$ cat src/rtl/mcst_pkg.sv
`timescale 1ns / 1ps
`default_nettype none
// ----------------------------------------------------------------------------
// mcst_pkg
// shared types and codes for the soft timer table
// ----------------------------------------------------------------------------
package mcst_pkg;

  localparam int ID_W    = 32;
  localparam int TIME_W  = 32;
  localparam int DL_W    = 33;
  localparam int SLOT_W  = 6;
  localparam int CNT_W   = 6;

  typedef enum logic [1:0] {
    CMD_ADD    = 2'd0,
    CMD_CANCEL = 2'd1,
    CMD_TICK   = 2'd2,
    CMD_CLEAR  = 2'd3
  } cmd_t;

  typedef enum logic [2:0] {
    KIND_ADDED     = 3'd0,
    KIND_FULL      = 3'd1,
    KIND_CANCELLED = 3'd2,
    KIND_FIRE      = 3'd3,
    KIND_DONE      = 3'd4,
    KIND_CLEARED   = 3'd5
  } kind_t;

  typedef enum logic [1:0] {
    OP_NONE,
    OP_ADD,
    OP_CANCEL,
    OP_SEARCH
  } cell_op_t;

  typedef enum logic [2:0] {
    ST_IDLE,
    ST_START,
    ST_LAUNCH,
    ST_PASS,
    ST_RES
  } state_t;

  // token that walks the chain, one cell per cycle
  typedef struct packed {
    logic              vld;
    logic              hit;
    logic [ID_W-1:0]   id;
    logic [SLOT_W-1:0] slot;
    logic              rep;
  } tok_t;

  // controls broadcast to every cell
  typedef struct packed {
    cell_op_t          op;
    logic              due_eval;
    logic              fire;
    logic              clear;
    logic [SLOT_W-1:0] fire_slot;
    logic [TIME_W-1:0] now;
    logic [TIME_W-1:0] ival;
    logic              per;
    logic [ID_W-1:0]   new_id;
    logic [ID_W-1:0]   target;
  } bcast_t;

endpackage
`default_nettype wire

$ cat src/rtl/mcst_cell.sv
`timescale 1ns / 1ps
`default_nettype none
// ----------------------------------------------------------------------------
// mcst_cell
// one timer slot; updates itself as the token passes and forwards it
// ----------------------------------------------------------------------------
module mcst_cell #(
  parameter int CELL_IDX = 0
) (
  input  wire logic            clk,
  input  wire logic            rst,
  input  wire mcst_pkg::bcast_t bc,
  input  wire mcst_pkg::tok_t   tok_i,
  output mcst_pkg::tok_t        tok_o
);
  import mcst_pkg::*;

  logic [ID_W-1:0]   ident;
  logic [TIME_W-1:0] period;
  logic [DL_W-1:0]   deadline;
  logic              repeat_q;
  logic              live;
  logic              due;

  logic              live_next;
  logic              due_next;
  logic              wr;
  logic              my_fire;
  tok_t              tok_next;

  assign my_fire = bc.fire && (bc.fire_slot == SLOT_W'(CELL_IDX));

  always_comb begin
    tok_next  = tok_i;
    live_next = live;
    due_next  = due;
    wr        = 1'b0;
    if (tok_i.vld) begin
      case (bc.op)
        OP_ADD: begin
          if (!tok_i.hit && !live) begin
            live_next    = 1'b1;
            tok_next.hit = 1'b1;
            wr           = 1'b1;
          end
        end
        OP_CANCEL: begin
          if (!tok_i.hit && live && (ident == bc.target)) begin
            live_next    = 1'b0;
            tok_next.hit = 1'b1;
          end
        end
        OP_SEARCH: begin
          // strict compare keeps the lowest slot on equal ids
          if (due && (!tok_i.hit || (ident < tok_i.id))) begin
            tok_next.hit  = 1'b1;
            tok_next.id   = ident;
            tok_next.slot = SLOT_W'(CELL_IDX);
            tok_next.rep  = repeat_q;
          end
        end
        default: ;
      endcase
    end
    if (bc.due_eval) begin
      due_next = live && ({1'b0, bc.now} >= deadline);
    end
    if (my_fire) begin
      due_next = 1'b0;
      if (!repeat_q) begin
        live_next = 1'b0;
      end
    end
    if (bc.clear) begin
      live_next = 1'b0;
      due_next  = 1'b0;
    end
  end

  always_ff @(posedge clk) begin
    if (rst) begin
      live      <= 1'b0;
      due       <= 1'b0;
      tok_o.vld <= 1'b0;
    end else begin
      live  <= live_next;
      due   <= due_next;
      tok_o <= tok_next;
    end
  end

  // slot payload, no reset
  always_ff @(posedge clk) begin
    if (wr) begin
      ident    <= bc.new_id;
      period   <= bc.ival;
      deadline <= {1'b0, bc.now} + {1'b0, bc.ival};
      repeat_q <= bc.per;
    end else if (my_fire && repeat_q) begin
      deadline <= {1'b0, bc.now} + {1'b0, period};
    end
  end

endmodule
`default_nettype wire

$ cat config.mk
export PLATFORM = sky130hd
export DESIGN_NAME = mcst_cell
export DESIGN_NICKNAME = d
export VERILOG_FILES = /design/src/rtl/mcst_pkg.sv /design/src/rtl/mcst_cell.sv
export SDC_FILE = /design/constraint.sdc
export NUM_CORES = 1
export LEC_CHECK = 0
export ABC_AREA = 0
export BUFFER_PORTS_ARGS = -buffer_cell sky130_fd_sc_hd__buf_4
export CAP_MARGIN = 20
export CORE_UTILIZATION = 49
export DETAILED_ROUTE_END_ITERATION = 16
export PLACE_DENSITY = 0.77
export SLEW_MARGIN = 10
export SYNTH_ARGS = -nofsm -noshare
export SYNTH_HDL_FRONTEND = slang
export SYNTH_SLANG_ARGS = --single-unit
$ cat constraint.sdc
create_clock -name clk -period 6.2 [get_ports clk]
set_clock_uncertainty 0.05 [all_clocks]
set_input_delay 0.31 -clock clk [delete_from_list [all_inputs] [get_ports clk]]
set_output_delay 0.31 -clock clk [all_outputs]
set_load 0.05 [all_outputs]
==> impl_metrics.csv <==
group,metric,value,unit
floorplanning,dieArea,0.0189,sq mm
clock_network,clockBufferDepth,2,
synthesis,postSynth.asyncResetShare,0,
routing,drt_iter0_drc,269,
placement,dpl.cell_count,1198,
synthesis,synthAdderAreaFrac,0.140,
global_routing,grt_pass1_vias,6560,
setup_path,r2r-end,"deadline[32]",
setup_path,crit_fanout,60,
placement,hpwl,17200,um
routing,vias,6798,
global_routing,grt-ovfl-total,0,
power_and_ir_drop,peakVddDrop,188,uV
synthesis,ys.flop_type,"edfxtp_1",
flow_run,cap_violations,0,
layout,diodes,0,
run_status,status,"completed",
synthesis,syn_inst,755,
setup_path,critPathKind,"reg -> reg",
timing,clock.fmax,0.235,GHz
timing,rsz0062_at_grt,"no",
clock_network,post_cts_resize_count,0,
layout,fin_nets,1296,
hold_path,holdPathEnd,"ident[27]",
layout,final_common_cell,"buf_4",
clock_network,h-tree-depth,4,
routing,antenna_left,0,
timing,period_share,0.685,
placement,place_congestion,0.900,
timing,timing.slew.headroom,0.465,
routing,routedWlPerCell,17.7,um
layout,fillerInstances,1381,
floorplanning,fp.dieH,138,um
global_routing,grt_pass1_wl,33000,um
hold_path,hp-class,"in -> reg",
routing,viasPerCell,5.42,
synthesis,yosys.area_share.simple,0.0809,
power_and_ir_drop,powerDensity,223,mW/mm^2
clock_network,tritoncts,"yes",
floorplanning,initial_utilization,0.501,
synthesis,synth_top_family_by_area,"adder cells",
hold_path,hp-start,"bc[59]",
clock_network,path_clk_slew,60,ps
clock_network,root_buffer,"clkbuf_16",
routing,route.detailed.drc,0,
clock_network,clkLatencyLatePin,420,ps
layout,area_delta_synth_final,30.5,%
layout,drive_above_1_share,0.323,
routing,dr.pass1.iters,5,
global_routing,grt_max_degree,61,
routing,routed_wl,22200,um
layout,register_area,0.00420,sq mm
timing,finalSetupViolations,0,
synthesis,syn_area,0.00900,sq mm
synthesis,synthesis.nets,1038,
timing,final_max_slew_viol_count,0,
synthesis,muxShareOfSynthArea,0.0938,
setup_path,r2r_slack,1950,ps
setup_path,r2r.worst_path.cells,12,
floorplanning,die_w,138,um
setup_path,required,6320,ps
synthesis,synth_enable_flop_cells,138,
synthesis,yosysSeqAreaShare,0.467,
synthesis,synth-xor-area-share,0.0535,
placement,io_buffers,223,
clock_network,clock_sinks,141,
clock_network,cts_buffers,17,
synthesis,ys_types,57,
setup_path,crit_arrival,4370,ps
synthesis,ys_ff_latch,141,
synthesis,yosys_warnings,0,
power_and_ir_drop,power.total,2620,uW
synthesis,synth_compound_area_frac,0.123,
timing,finalSetupTns,0,ps
power_and_ir_drop,p_leak,0.00528,uW
layout,multi_input_area,0.00442,sq mm
global_routing,track_usage,0.235,
global_routing,antenna_found_initial,0,
setup_path,worstReg2RegStart,"live",
layout,final_cell_mix,"buf_4, edfxtp_1, ha_1, inv_1, a21oi_1",
floorplanning,num_rows,49,
synthesis,avgSynthCellArea,11.9,sq um
timing,period_needed,4250,ps
hold_path,whs_path_depth,1,
setup_path,cp-end-kind,"flip-flop",
floorplanning,coreArea,0.0180,sq mm
timing,tightest_slew,802,ps
setup_path,startpoint_type,"flip-flop",
floorplanning,io_pins,224,
layout,stdcell_count,1255,
timing,hold_viol,0,
==> worst max-delay path, stage by stage (launching register included) <==
cell      delay [ps]
dfxtp_1          360
inv_1            100
and4_4           760
mux2_2           410
ha_1             390
a211oi_1         280
o21ai_0          130
a21o_1           230
o311ai_2         400
o31ai_1          140
o41a_1           380
a221oi_1         260
o21bai_1          80
==> how the worst max path moves through the flow <==
stage | start | slack, ps | endpoint | cells past startpoint
after floorplan | bc[139] | 440 | deadline[32] | 16
after global placement | bc[139] | 1800 | deadline[32] | 14
after detailed placement | bc[139] | 1740 | deadline[32] | 14
after CTS | live | 1970 | deadline[32] | 12
after global routing | live | 1640 | deadline[14] | 13
final | live | 1950 | deadline[32] | 12
==> state kept, by name (all words and copies together), names as in the netlist <==
| register | cells |
|---|---|
| deadline | 33 |
| repeat_q | 1 |
| period | 32 |
| live | 1 |
| due | 1 |
| tok_o | 41 |
| ident | 32 |
==> cell type report <==
class | count | area share
clock buffer | 17 | 0.0362
clock inverter | 15 | 0.0128
inverter | 82 | 0.0262
multi-input combinational | 520 | 0.376
sequential | 141 | 0.358
tap | 229 | 0.0244
timing repair buffer | 251 | 0.166
==> logic make-up (layout without fill, tap and decap cells) <==
kind of cell             count (synthesis)  count (layout)
AND/OR/NAND/NOR                        138             138
multiplexers                            65              65
flip-flops                             141             141
XOR/XNOR                                55              55
adder cells (fa/ha/maj)                100             100
AO/OA/AOI/OAI                          162             162
buffers and inverters                   94             365
==> power breakdown <==
group	total (uW)	switching, uW	leakage [uW]	internal [uW]
Combinational	510	273	0.00369	237
Clock	1000	435	0.000282	566
Sequential	1110	12.8	0.00131	1100
Total	2620	721	0.00528	1900
==> metrics by stage <==
step                utilization  cell area [sq um]  worst slack (ps)  hold WS [ps]
floorplan                     -               9000               438           332
global placement          0.608              10900              1800           438
detailed placement        0.608              10900              1740           439
CTS                       0.647              11600              1970         0.123
global route              0.654              11700              1640         0.109
finish                    0.654              11700              1950          17.8
==> timing repair <==
| action | 4_1_cts | 5_1_grt |
|---|---|---|
| hold buffers | 14 | 11 |
| setup buffers | 0 | 0 |
| hold endpoints to repair | 14 | 11 |
==> metal layers <==
layer  track usage  up-vias  wire length (um)
met4        0.0842        0               374
met2         0.421      254             11300
met3        0.0434       24              1470
met5             0        -                 0
li1              -     3351                 -
met1         0.280     3169              9060
==> Yosys cell counts, types with 6 or more instances <==
master    instances  area (sq um)
a21oi_1          42           210
nand4_1          19           119
o211ai_1          7          52.6
nor2_1           32           120
inv_1            82           308
nand3_1           8          40.0
a21o_1           37           278
nor4_1            9          56.3
nor2b_1           9          56.3
and3_1            9          56.3
o21ai_0          22           110
mux2_4           30           450
nor3_1           10          50.1
o21a_1            6          45.0
ha_1             99          1240
a211oi_1          9          67.6
xor2_1           34           298
edfxtp_1        138          4140
xnor2_1          21           184
nand2b_1          8          50.1
mux2_2           35           394
clkbuf_1          6          22.5
nand2_1          22          82.6
Note: power is estimated with default switching activity, not from simulation.
